==> src/design/bbpg_pkg.sv <==
package bbpg_pkg;

  localparam int TIME_BITS_DEF = 16;

  localparam logic [1:0] CMD_TICK  = 2'd0;
  localparam logic [1:0] CMD_START = 2'd1;
  localparam logic [1:0] CMD_CLEAR = 2'd2;

  localparam logic [7:0] ENDLESS_COUNT = 8'hFF;

  typedef struct packed {
    logic [1:0]  command;
    logic        always_on;
    logic [7:0]  request_priority;
    logic [7:0]  beep_count;
    logic [15:0] on_ticks;
    logic [15:0] off_ticks;
  } item_t;

  typedef struct packed {
    logic       buzzer_level;
    logic [7:0] beeps_left;
  } result_t;

  typedef struct packed {
    logic       endless_mode;
    logic       level;
    logic [7:0] remaining;
  } status_t;

endpackage

==> src/design/bbpg_in_if.sv <==
interface bbpg_in_if;
  logic        valid;
  logic        ready;
  logic [1:0]  command;
  logic        always_on;
  logic [7:0]  request_priority;
  logic [7:0]  beep_count;
  logic [15:0] on_ticks;
  logic [15:0] off_ticks;

  modport source (
    output valid, command, always_on, request_priority, beep_count, on_ticks, off_ticks,
    input  ready
  );
  modport sink (
    input  valid, command, always_on, request_priority, beep_count, on_ticks, off_ticks,
    output ready
  );
endinterface

==> src/design/bbpg_out_if.sv <==
interface bbpg_out_if;
  logic       valid;
  logic       ready;
  logic       buzzer_level;
  logic [7:0] beeps_left;

  modport source (
    output valid, buzzer_level, beeps_left,
    input  ready
  );
  modport sink (
    input  valid, buzzer_level, beeps_left,
    output ready
  );
endinterface

==> src/design/bbpg_core.sv <==
module bbpg_core #(
  parameter int TIME_BITS = bbpg_pkg::TIME_BITS_DEF
) (
  input  logic              clk,
  input  logic              rst_n,
  input  logic              en,
  input  bbpg_pkg::item_t   item,
  input  logic [7:0]        base_priority,
  output bbpg_pkg::result_t result,
  output bbpg_pkg::status_t status
);

  logic                 endless_r, endless_nxt;
  logic [7:0]           rem_r, rem_nxt;
  logic                 level_r, level_nxt;
  logic [TIME_BITS-1:0] on_period_r, on_period_nxt;
  logic [TIME_BITS-1:0] off_period_r, off_period_nxt;
  logic [TIME_BITS-1:0] since_on_r, since_on_nxt;
  logic [TIME_BITS-1:0] since_off_r, since_off_nxt;

  logic [TIME_BITS-1:0] on_t, off_t, son_inc, soff_inc;
  logic                 low_take, high_take;

  assign on_t      = TIME_BITS'(item.on_ticks);
  assign off_t     = TIME_BITS'(item.off_ticks);
  assign son_inc   = (since_on_r == '1) ? since_on_r : since_on_r + TIME_BITS'(1);
  assign soff_inc  = (since_off_r == '1) ? since_off_r : since_off_r + TIME_BITS'(1);
  assign low_take  = (item.request_priority <= base_priority) && (rem_r == 8'd0);
  assign high_take = item.request_priority > base_priority;

  always_comb begin
    endless_nxt    = endless_r;
    rem_nxt        = rem_r;
    level_nxt      = level_r;
    on_period_nxt  = on_period_r;
    off_period_nxt = off_period_r;
    since_on_nxt   = since_on_r;
    since_off_nxt  = since_off_r;
    unique case (item.command)
      bbpg_pkg::CMD_TICK: begin
        since_on_nxt  = son_inc;
        since_off_nxt = soff_inc;
        if (level_r && (son_inc >= on_period_r)) begin
          level_nxt     = 1'b0;
          since_off_nxt = '0;
        end
        if (!level_nxt && (since_off_nxt >= off_period_r)) begin
          if (endless_r) begin
            level_nxt    = 1'b1;
            since_on_nxt = '0;
          end else if (rem_r != 8'd0) begin
            level_nxt    = 1'b1;
            since_on_nxt = '0;
            rem_nxt      = rem_r - 8'd1;
          end
        end
      end
      bbpg_pkg::CMD_START: begin
        if (low_take || high_take) begin
          endless_nxt    = item.always_on;
          on_period_nxt  = on_t;
          off_period_nxt = off_t;
          since_on_nxt   = '0;
          if (low_take && item.always_on) begin
            rem_nxt = bbpg_pkg::ENDLESS_COUNT;
          end else if (item.beep_count != 8'd0) begin
            level_nxt = 1'b1;
            rem_nxt   = item.beep_count - 8'd1;
          end else begin
            rem_nxt = 8'd0;
          end
        end
      end
      bbpg_pkg::CMD_CLEAR: begin
        endless_nxt    = 1'b0;
        rem_nxt        = 8'd0;
        level_nxt      = 1'b0;
        on_period_nxt  = '0;
        off_period_nxt = '0;
      end
      default: begin
      end
    endcase
  end

  always_ff @(posedge clk) begin
    if (!rst_n) begin
      endless_r    <= 1'b0;
      rem_r        <= 8'd0;
      level_r      <= 1'b0;
      on_period_r  <= '0;
      off_period_r <= '0;
      since_on_r   <= '0;
      since_off_r  <= '0;
    end else if (en) begin
      endless_r    <= endless_nxt;
      rem_r        <= rem_nxt;
      level_r      <= level_nxt;
      on_period_r  <= on_period_nxt;
      off_period_r <= off_period_nxt;
      since_on_r   <= since_on_nxt;
      since_off_r  <= since_off_nxt;
    end
  end

  assign result.buzzer_level = level_nxt;
  assign result.beeps_left   = rem_nxt;
  assign status.endless_mode = endless_r;
  assign status.level        = level_r;
  assign status.remaining    = rem_r;

endmodule

==> src/design/buzzer_beep_pattern_generator.sv <==
// Buzzer beep pattern generator. Each in_chan item (tick, start request, clear or unused no-op)
// yields exactly one out_chan transaction with the buzzer level and remaining beep count after
// it. One item is taken per clock cycle unless out_chan stalls; a result passes through the
// input register, then the state update into the result register, and that state update loop
// sets the rate. in_chan stays ready while a result waits, until both the input and result
// registers are full. The user must write base_priority through cfg_we/cfg_wdata only while
// the block is idle, which it does not enforce. TIME_BITS sets the width of the tick timers.
module buzzer_beep_pattern_generator #(
  parameter int TIME_BITS = bbpg_pkg::TIME_BITS_DEF
) (
  input  logic       clk,
  input  logic       rst_n,
  bbpg_in_if.sink    in_chan,
  bbpg_out_if.source out_chan,
  input  logic       cfg_we,
  input  logic [7:0] cfg_wdata
);

  logic              in_v_r;
  bbpg_pkg::item_t   in_item_r;
  logic              out_v_r;
  bbpg_pkg::result_t out_res_r;
  logic [7:0]        base_prio_r;
  logic              advance;
  bbpg_pkg::result_t core_res;
  bbpg_pkg::status_t core_stat;

  assign advance       = in_v_r && (!out_v_r || out_chan.ready);
  assign in_chan.ready = !in_v_r || advance;

  always_ff @(posedge clk) begin
    if (!rst_n) begin
      base_prio_r <= 8'd0;
    end else if (cfg_we) begin
      base_prio_r <= cfg_wdata;
    end
  end

  always_ff @(posedge clk) begin
    if (!rst_n) begin
      in_v_r <= 1'b0;
    end else if (in_chan.ready) begin
      in_v_r <= in_chan.valid;
    end
  end

  always_ff @(posedge clk) begin
    if (in_chan.ready && in_chan.valid) begin
      in_item_r.command          <= in_chan.command;
      in_item_r.always_on        <= in_chan.always_on;
      in_item_r.request_priority <= in_chan.request_priority;
      in_item_r.beep_count       <= in_chan.beep_count;
      in_item_r.on_ticks         <= in_chan.on_ticks;
      in_item_r.off_ticks        <= in_chan.off_ticks;
    end
  end

  bbpg_core #(
    .TIME_BITS(TIME_BITS)
  ) u_core (
    .clk          (clk),
    .rst_n        (rst_n),
    .en           (advance),
    .item         (in_item_r),
    .base_priority(base_prio_r),
    .result       (core_res),
    .status       (core_stat)
  );

  always_ff @(posedge clk) begin
    if (!rst_n) begin
      out_v_r <= 1'b0;
    end else if (advance) begin
      out_v_r <= 1'b1;
    end else if (out_chan.ready) begin
      out_v_r <= 1'b0;
    end
  end

  always_ff @(posedge clk) begin
    if (advance) begin
      out_res_r <= core_res;
    end
  end

  assign out_chan.valid        = out_v_r;
  assign out_chan.buzzer_level = out_res_r.buzzer_level;
  assign out_chan.beeps_left   = out_res_r.beeps_left;

  a_clear_result: assert property (@(posedge clk) disable iff (!rst_n)
    (advance && in_item_r.command == bbpg_pkg::CMD_CLEAR) |=>
      (out_chan.valid && !out_chan.buzzer_level && out_chan.beeps_left == 8'd0))
    else $error("clear did not report an idle buzzer");

  a_stall_cause: assert property (@(posedge clk) disable iff (!rst_n)
    !in_chan.ready |-> (in_v_r && out_v_r && !out_chan.ready))
    else $error("input stalled without a full pipeline");

  a_endless_count: assert property (@(posedge clk) disable iff (!rst_n)
    (advance && in_item_r.command == bbpg_pkg::CMD_TICK && core_stat.endless_mode) |=>
      (out_chan.beeps_left == $past(core_stat.remaining)))
    else $error("endless tick changed the beep count");

  a_result_matches_state: assert property (@(posedge clk) disable iff (!rst_n)
    $past(advance) |-> (out_chan.buzzer_level == core_stat.level &&
                        out_chan.beeps_left == core_stat.remaining))
    else $error("result register disagrees with state");

endmodule

==> src/flat_wrapper.sv <==
// flat-port wrapper written by rule: the top's interface ports become plain ports
module buzzer_beep_pattern_generator_flat 
#(
  parameter int TIME_BITS = bbpg_pkg::TIME_BITS_DEF
)
  (clk, rst_n, cfg_we, cfg_wdata, in_chan_valid, in_chan_command, in_chan_always_on, in_chan_request_priority, in_chan_beep_count, in_chan_on_ticks, in_chan_off_ticks, in_chan_ready, out_chan_valid, out_chan_buzzer_level, out_chan_beeps_left, out_chan_ready);
  bbpg_in_if in_chan_i ();
  bbpg_out_if out_chan_i ();
  input  logic clk;
  input  logic rst_n;
  input  logic cfg_we;
  input  logic [7:0] cfg_wdata;
  input wire logic [$bits(in_chan_i.valid)-1:0] in_chan_valid;
  input wire logic [$bits(in_chan_i.command)-1:0] in_chan_command;
  input wire logic [$bits(in_chan_i.always_on)-1:0] in_chan_always_on;
  input wire logic [$bits(in_chan_i.request_priority)-1:0] in_chan_request_priority;
  input wire logic [$bits(in_chan_i.beep_count)-1:0] in_chan_beep_count;
  input wire logic [$bits(in_chan_i.on_ticks)-1:0] in_chan_on_ticks;
  input wire logic [$bits(in_chan_i.off_ticks)-1:0] in_chan_off_ticks;
  output wire logic [$bits(in_chan_i.ready)-1:0] in_chan_ready;
  output wire logic [$bits(out_chan_i.valid)-1:0] out_chan_valid;
  output wire logic [$bits(out_chan_i.buzzer_level)-1:0] out_chan_buzzer_level;
  output wire logic [$bits(out_chan_i.beeps_left)-1:0] out_chan_beeps_left;
  input wire logic [$bits(out_chan_i.ready)-1:0] out_chan_ready;
  assign in_chan_i.valid = in_chan_valid;
  assign in_chan_i.command = in_chan_command;
  assign in_chan_i.always_on = in_chan_always_on;
  assign in_chan_i.request_priority = in_chan_request_priority;
  assign in_chan_i.beep_count = in_chan_beep_count;
  assign in_chan_i.on_ticks = in_chan_on_ticks;
  assign in_chan_i.off_ticks = in_chan_off_ticks;
  assign in_chan_ready = in_chan_i.ready;
  assign out_chan_valid = out_chan_i.valid;
  assign out_chan_buzzer_level = out_chan_i.buzzer_level;
  assign out_chan_beeps_left = out_chan_i.beeps_left;
  assign out_chan_i.ready = out_chan_ready;
  buzzer_beep_pattern_generator #(.TIME_BITS(TIME_BITS)) u_core (.clk(clk), .rst_n(rst_n), .in_chan(in_chan_i), .out_chan(out_chan_i), .cfg_we(cfg_we), .cfg_wdata(cfg_wdata));
endmodule
==> config.mk <==
export PLATFORM = sky130hd
export DESIGN_NAME = buzzer_beep_pattern_generator_flat
export DESIGN_NICKNAME = d
export VERILOG_FILES = /design/src/design/bbpg_pkg.sv /design/src/design/bbpg_in_if.sv /design/src/design/bbpg_out_if.sv /design/src/design/bbpg_core.sv /design/src/design/buzzer_beep_pattern_generator.sv /design/src/flat_wrapper.sv
export SDC_FILE = /design/constraint.sdc
export NUM_CORES = 1
export LEC_CHECK = 0
export ABC_AREA = 1
export BUFFER_PORTS_ARGS = -buffer_cell sky130_fd_sc_hd__buf_4
export CORE_UTILIZATION = 35
export CTS_BUF_LIST = sky130_fd_sc_hd__clkbuf_16
export CTS_CLUSTER_SIZE = 30
export DETAILED_ROUTE_END_ITERATION = 7
export SETUP_SLACK_MARGIN = 0.15
export SYNTH_ARGS = -nofsm -noshare
export SYNTH_HDL_FRONTEND = slang
export SYNTH_SLANG_ARGS = --single-unit
==> constraint.sdc <==
create_clock -name clk -period 5.4 [get_ports clk]
set_input_delay 0.54 -clock clk [delete_from_list [all_inputs] [get_ports clk]]
set_output_delay 0.54 -clock clk [all_outputs]
set_load 0.005 [all_outputs]
### Word level (Yosys, flattened, before mapping)

Index checks and enable logic that the tools add are counted.

* register bits after elaboration: 144
* output and inout port bits: 11
* word-level logic and storage cells: 86

* $add $sub $neg: 4
* $lt $le $gt $ge: 4
* equal/unequal tests: 5
* mux-type cells: 33
* reductions and logical operators: 22

Operator list (number)
* two-way mux 16 bit: 10
* one-hot mux 16 bit (2 select lines): 3
* two-way mux 8 bit: 6
* adder 16 x 1 -> 16 bit, second input constant: 2
* == test 16 bit, second input constant: 2
* greater-or-equal comparator 16 bit: 2
* one-hot mux 8 bit (3 select lines): 1
* nonzero test 8 bit: 2
* subtractor 8 x 1 -> 8 bit, second input constant: 2
* two-way mux 1 bit: 11
* > comparator 8 bit: 1
* <= comparator 8 bit: 1
* logical NOT 8 bit: 1
* logical AND 1 bit: 6
* AND reduction 3 bit: 2
* nonzero test 2 bit: 3
* logical NOT 1 bit: 3
* logical OR 1 bit: 3
* one-hot mux 1 bit (3 select lines): 1
* == test 2 x 1 -> 1 bit, second input constant: 1
* == test 2 bit, second input constant: 1
* logical NOT 2 bit: 1
* inequality test 2 bit, second input constant: 1
* one-hot mux 1 bit (2 select lines): 1
* AND reduction 2 bit: 1

### Logic depth before layout (Yosys ltp)

* depth in word-level cells: 10
* mapped depth: 36
* depth with buffers taken out: 35

### Cells and area by module

Synthesis repeated with hierarchy kept, for this count alone.

* cells, all modules: 963
* area total of the unflattened synthesis: 7936.4 um2

Modules (own cells, without submodules)
* bbpg_core: instances 1, cells an instance 857, area each 5784.3 um2
* buzzer_beep_pattern_generator: instances 1, cells an instance 106, area each 2152.1 um2

### Least setup slack after synthesis

Ideal clock, no wire load.

* path kind: register -> register
* from: register u_core.u_core.since_on_r[0]
* to: register u_core.u_core.since_on_r[10]
* library setup time: 0.070 ns
* arrival: 3.877 ns
* setup slack: 1.453 ns
* cell stages (with the launch flop): 32
* buffers on the path: 3
* period minus slack after synthesis: 3.947 ns
* cells stage by stage: dfxtp_1 ha_1 nand2_1 inv_1 nand3_2 nor2_2 inv_2 buf_2 nand2_1 ha_1 a21oi_1 nand2_1 nor2_1 nand2_1 nand2_1 nand2_1 nand2_2 buf_2 o21ai_2 inv_1 ha_1 nand2_1 o21bai_1 nand2_1 a21oi_1 nand3_2 nand3_1 nand2_1 inv_2 buf_4 nand2_1 a21oi_1

* longest elaborated chain between the ends: 10
* elaborated cells on any way between the ends: 16
* classes of those cells: add/sub (1); order compare (2); eq/ne (1); mux (9); reduce/logical (3)

Ends and longest elaborated chain
* from (decl): RTL line bbpg_core.sv:18 `logic [TIME_BITS-1:0] since_on_r, since_on_nxt;`
* from (signal assigned): RTL line bbpg_core.sv:101 `since_on_r <= since_on_nxt;`
* adder 16 x 1 -> 16 bit / == test 16 bit (equally long branches): RTL line bbpg_core.sv:26 `assign son_inc = (since_on_r == '1) ? since_on_r : since_on_r + TIME_BITS'(1);`
* two-way mux 16 bit (*): RTL line bbpg_core.sv:26
* greater-or-equal comparator 16 bit: RTL line bbpg_core.sv:43 `if (level_r && (son_inc >= on_period_r)) begin`
* logical AND 1 bit: RTL line bbpg_core.sv:43
* two-way mux 16 bit / two-way mux 1 bit (equally long branches): RTL line bbpg_core.sv:43
* two-way mux 16 bit / two-way mux 1 bit (equally long branches): RTL line bbpg_core.sv:39 `unique case (item.command)`
* greater-or-equal comparator 16 bit / logical NOT 1 bit (equally long branches): RTL line bbpg_core.sv:47 `if (!level_nxt && (since_off_nxt >= off_period_r)) begin`
* logical AND 1 bit: RTL line bbpg_core.sv:47
* two-way mux 16 bit (*): RTL line bbpg_core.sv:47
* one-hot mux 16 bit (2 select lines) (*): RTL line bbpg_core.sv:39

Mark *: on every way between the ends. The rest lies on a longest branch, timed or not. The select of a mux whose other input is x is not followed.
A chain may end at the register's enable or synchronous reset.

### Final worst setup path

* from: register u_core.u_core.since_on_r[0]
* to: register u_core.u_core.since_on_r[2]

Same word-level chain as after synthesis.

==> impl_metrics.env <==
export IMPL_status="complete, but fails checks"
export IMPL_violations="DRC"
export IMPL_cts_tree="done"
export IMPL_internal_power_w=0.00210
export IMPL_p_sw_share_pct=28.0
export IMPL_p_switching_w=0.000814
export IMPL_fin_util_pct=42.4
export IMPL_fillers=2176
export IMPL_ctsHoldBuffers=0
export IMPL_grt_overflow=0
export IMPL_setup_tns_final_ns=0
export IMPL_hpwl_mm=12.5
export IMPL_ant_nets=0
export IMPL_cap_violations=0
export IMPL_drc=1
export IMPL_worstSetupStartpointType="flop"
export IMPL_end_kind="flop"
export IMPL_crit_path_max_incr_delay_ns=0.41
export IMPL_setup_viol=0
export IMPL_grt_pass1_vias=5935
export IMPL_port_buffers=74
export IMPL_min_period_ns=4.68
export IMPL_syn_area_sq_um=7940
export IMPL_cts_resized=0
export IMPL_io_pins=75
export IMPL_ys_ff_latch=144
export IMPL_pwr_share_clk_pct=42.9
export IMPL_wl_per_cell_microns=13.7
export IMPL_path_class="reg2reg"
export IMPL_post_synth_cell_area_avg_sq_um=8.36
export IMPL_combPwrFrac_pct=14.9
export IMPL_clkTransAtPathRegs_ns=0.07
export IMPL_place_ws_ns=0.609
export IMPL_arrival_ns=5.03
export IMPL_vdd_drop_max_mv=0.195
export IMPL_p_leak_nw=4.22
export IMPL_power_w=0.00291
export IMPL_clk_insertion_delay_late_ns=0.43
export IMPL_dr_pass1_iters=8
export IMPL_tightest_slew_ns=0.717
export IMPL_timing_final_crit_share_pct=86.8
export IMPL_area_growth_pct=17.6
export IMPL_max_slew_margin_pct=52.2
export IMPL_synth_warnings=0
export IMPL_cp_required_ns=5.75
export IMPL_crit_path_frequent_cell="nand2_1"
export IMPL_place_congestion=0.884
export IMPL_rsz0062_at_grt="no"
export IMPL_diodes=0
export IMPL_synthCells=950
export IMPL_vias=6363
export IMPL_synthTopCellsByArea="edfxtp_1, dfxtp_1, nand2_1"
export IMPL_synth_top_cell_area_share_pct=22.7
export IMPL_clock_fmax_mhz=213
export IMPL_first_iter_violations=324
export IMPL_synthDistinctLibCells=44
export IMPL_hp_class="in2reg"
export IMPL_finalHoldViolations=0
export IMPL_drive_above_1_share_pct=19.2
export IMPL_critPathSlowestCell="dfxtp_1"
export IMPL_instances_no_fill=1310
export IMPL_ys_seq_area_share_pct=43.8
export IMPL_grt_max_degree=49
export IMPL_cts_made_buffers=17
export IMPL_wirelength_mm=17.9
export IMPL_dpl_cell_count=1278
export IMPL_post_synth_top_area_cell="edfxtp_1"
export IMPL_syn_num_nets=1058
export IMPL_die_x_microns=153
export IMPL_gr_usage_all_layers_pct=15.9
export IMPL_drv_slew=0
export IMPL_crit_fanout=16
export IMPL_seq_power_share_pct=42.3
export IMPL_grt_pass1_wl_mm=29.6
export IMPL_synthArstFlopShare_pct=0
export IMPL_viasPerCell=4.86
export IMPL_layout_commonest_cell="nand2_1"
export IMPL_synth_ff_type="dfxtp_1"
export IMPL_cts_sinks=144
export IMPL_power_density_nw_per_um2=312
export IMPL_dieArea_sq_um=23300
export IMPL_layout_nets=1125
export IMPL_die_y_microns=153
export IMPL_rows=54
export IMPL_clock_skew_ns=0.0125
export IMPL_postCtsSetupRepairBufs=0
export IMPL_root_buffer="clkbuf_16"
export IMPL_synth_edff_count=60
export IMPL_antenna_found_initial=0
export IMPL_final_cell_mix="nand2_1, inv_1, a21oi_1"
export IMPL_setup_slack_ns=0.715
export IMPL_initial_core_util_pct=36.1
export IMPL_htree_levels=4
export IMPL_clockBufferDepth=2
export IMPL_core_area_sq_um=22000
## layout make-up
type	count	area (sq um)	share of cell area (%)
Timing Repair Buffer	80	601	6.43
Clock buffer	20	500	5.36
Tap cell	280	350	3.75
Sequential cell	144	3480	37.3
Clock inverter	12	130	1.39
Multi-Input combinational cell	625	3710	39.8
Inverter	149	559	5.99
## through the flow
step	cell area, sq um	hold slack (ns)
global placement	8700	0.451
global route	9340	0.259
detailed placement	8700	0.456
CTS	9330	0.266
finish	9340	0.284
floorplan	7940	0.439
## synth_stat cells, types with 3 or more instances
cell type	number
a211oi_1	3
a211oi_2	28
a21o_1	3
a21oi_1	98
a21oi_2	5
a31oi_1	3
buf_2	6
buf_6	5
clkbuf_1	18
dfxtp_1	84
edfxtp_1	60
ha_1	44
inv_1	136
inv_2	12
nand2_1	199
nand2_2	6
nand3_1	70
nand4_1	11
nor2_1	38
nor2_2	6
nor3_1	12
nor3_2	3
o21ai_0	39
o21ai_1	4
o21ai_2	11
xnor2_1	5
xor2_1	19
## critical path: cells and delay by family, from the launching register on
| kind | cells | cell delay, ns |
|---|---|---|
| and+or+nand+nor | 17 | 2.40 |
| DFF | 1 | 0.41 |
| buffers and inverters | 4 | 0.47 |
| adders and majority gates | 2 | 0.61 |
| xor gates and xnor gates | 1 | 0.13 |
| AOI/OAI and AO/OA | 4 | 0.57 |
## worst paths after layout
check                                      to  depth (start not counted)                         from  slack [ns]
hold / removal           u_core.in_item_r[32]                          1        in_chan_beep_count[0]        0.28
hold reg to reg         u_core.base_prio_r[7]                          2        u_core.base_prio_r[7]        0.47
setup reg to reg  u_core.u_core.since_on_r[2]                         28  u_core.u_core.since_on_r[0]        0.72
setup / recovery  u_core.u_core.since_on_r[2]                         28  u_core.u_core.since_on_r[0]        0.72
## layer usage
layer  track usage [%]  vias to the layer above  share of wire, %
li1                  -                     3307                 -
met1              20.8                     2910                48
met2              25.8                      132                47
met3              3.73                       14               3.8
met4              5.05                        0               1.4
met5                 0                        -                 0
## cells by family (layout without fill, tap and decap cells)
| group | count (synthesis) | in the layout | synth area share, % |
|---|---|---|---|
| and+or+nand+nor | 359 | 359 | 20.7 |
| AOI/OAI and AO/OA | 198 | 198 | 16.3 |
| buffers and inverters | 181 | 261 | 9.51 |
| DFF | 144 | 144 | 43.8 |
| adders and majority gates | 44 | 44 | 6.93 |
| xor gates and xnor gates | 24 | 24 | 2.65 |
## power groups by stage
stage	clock network [W]	logic, W	registers [W]
after floorplan	0	0.000310	0.00124
after global placement	0	0.000428	0.00125
after detailed placement	0	0.000431	0.00125
after CTS	0.00128	0.000435	0.00123
after global routing	0.00133	0.000494	0.00124
final	0.00125	0.000433	0.00123
## flip-flops by register name, summed over array words and instances (netlist names), 8 cells and up
signal and flops:
u_core.u_core.since_on_r 16, u_core.out_chan.beeps_left 8, u_core.u_core.since_off_r 16, u_core.u_core.on_period_r 16, u_core.u_core.rem_r 8, u_core.in_item_r 51
u_core.u_core.off_period_r 16, u_core.base_prio_r 8
Power figures use the tool's default switching activity.
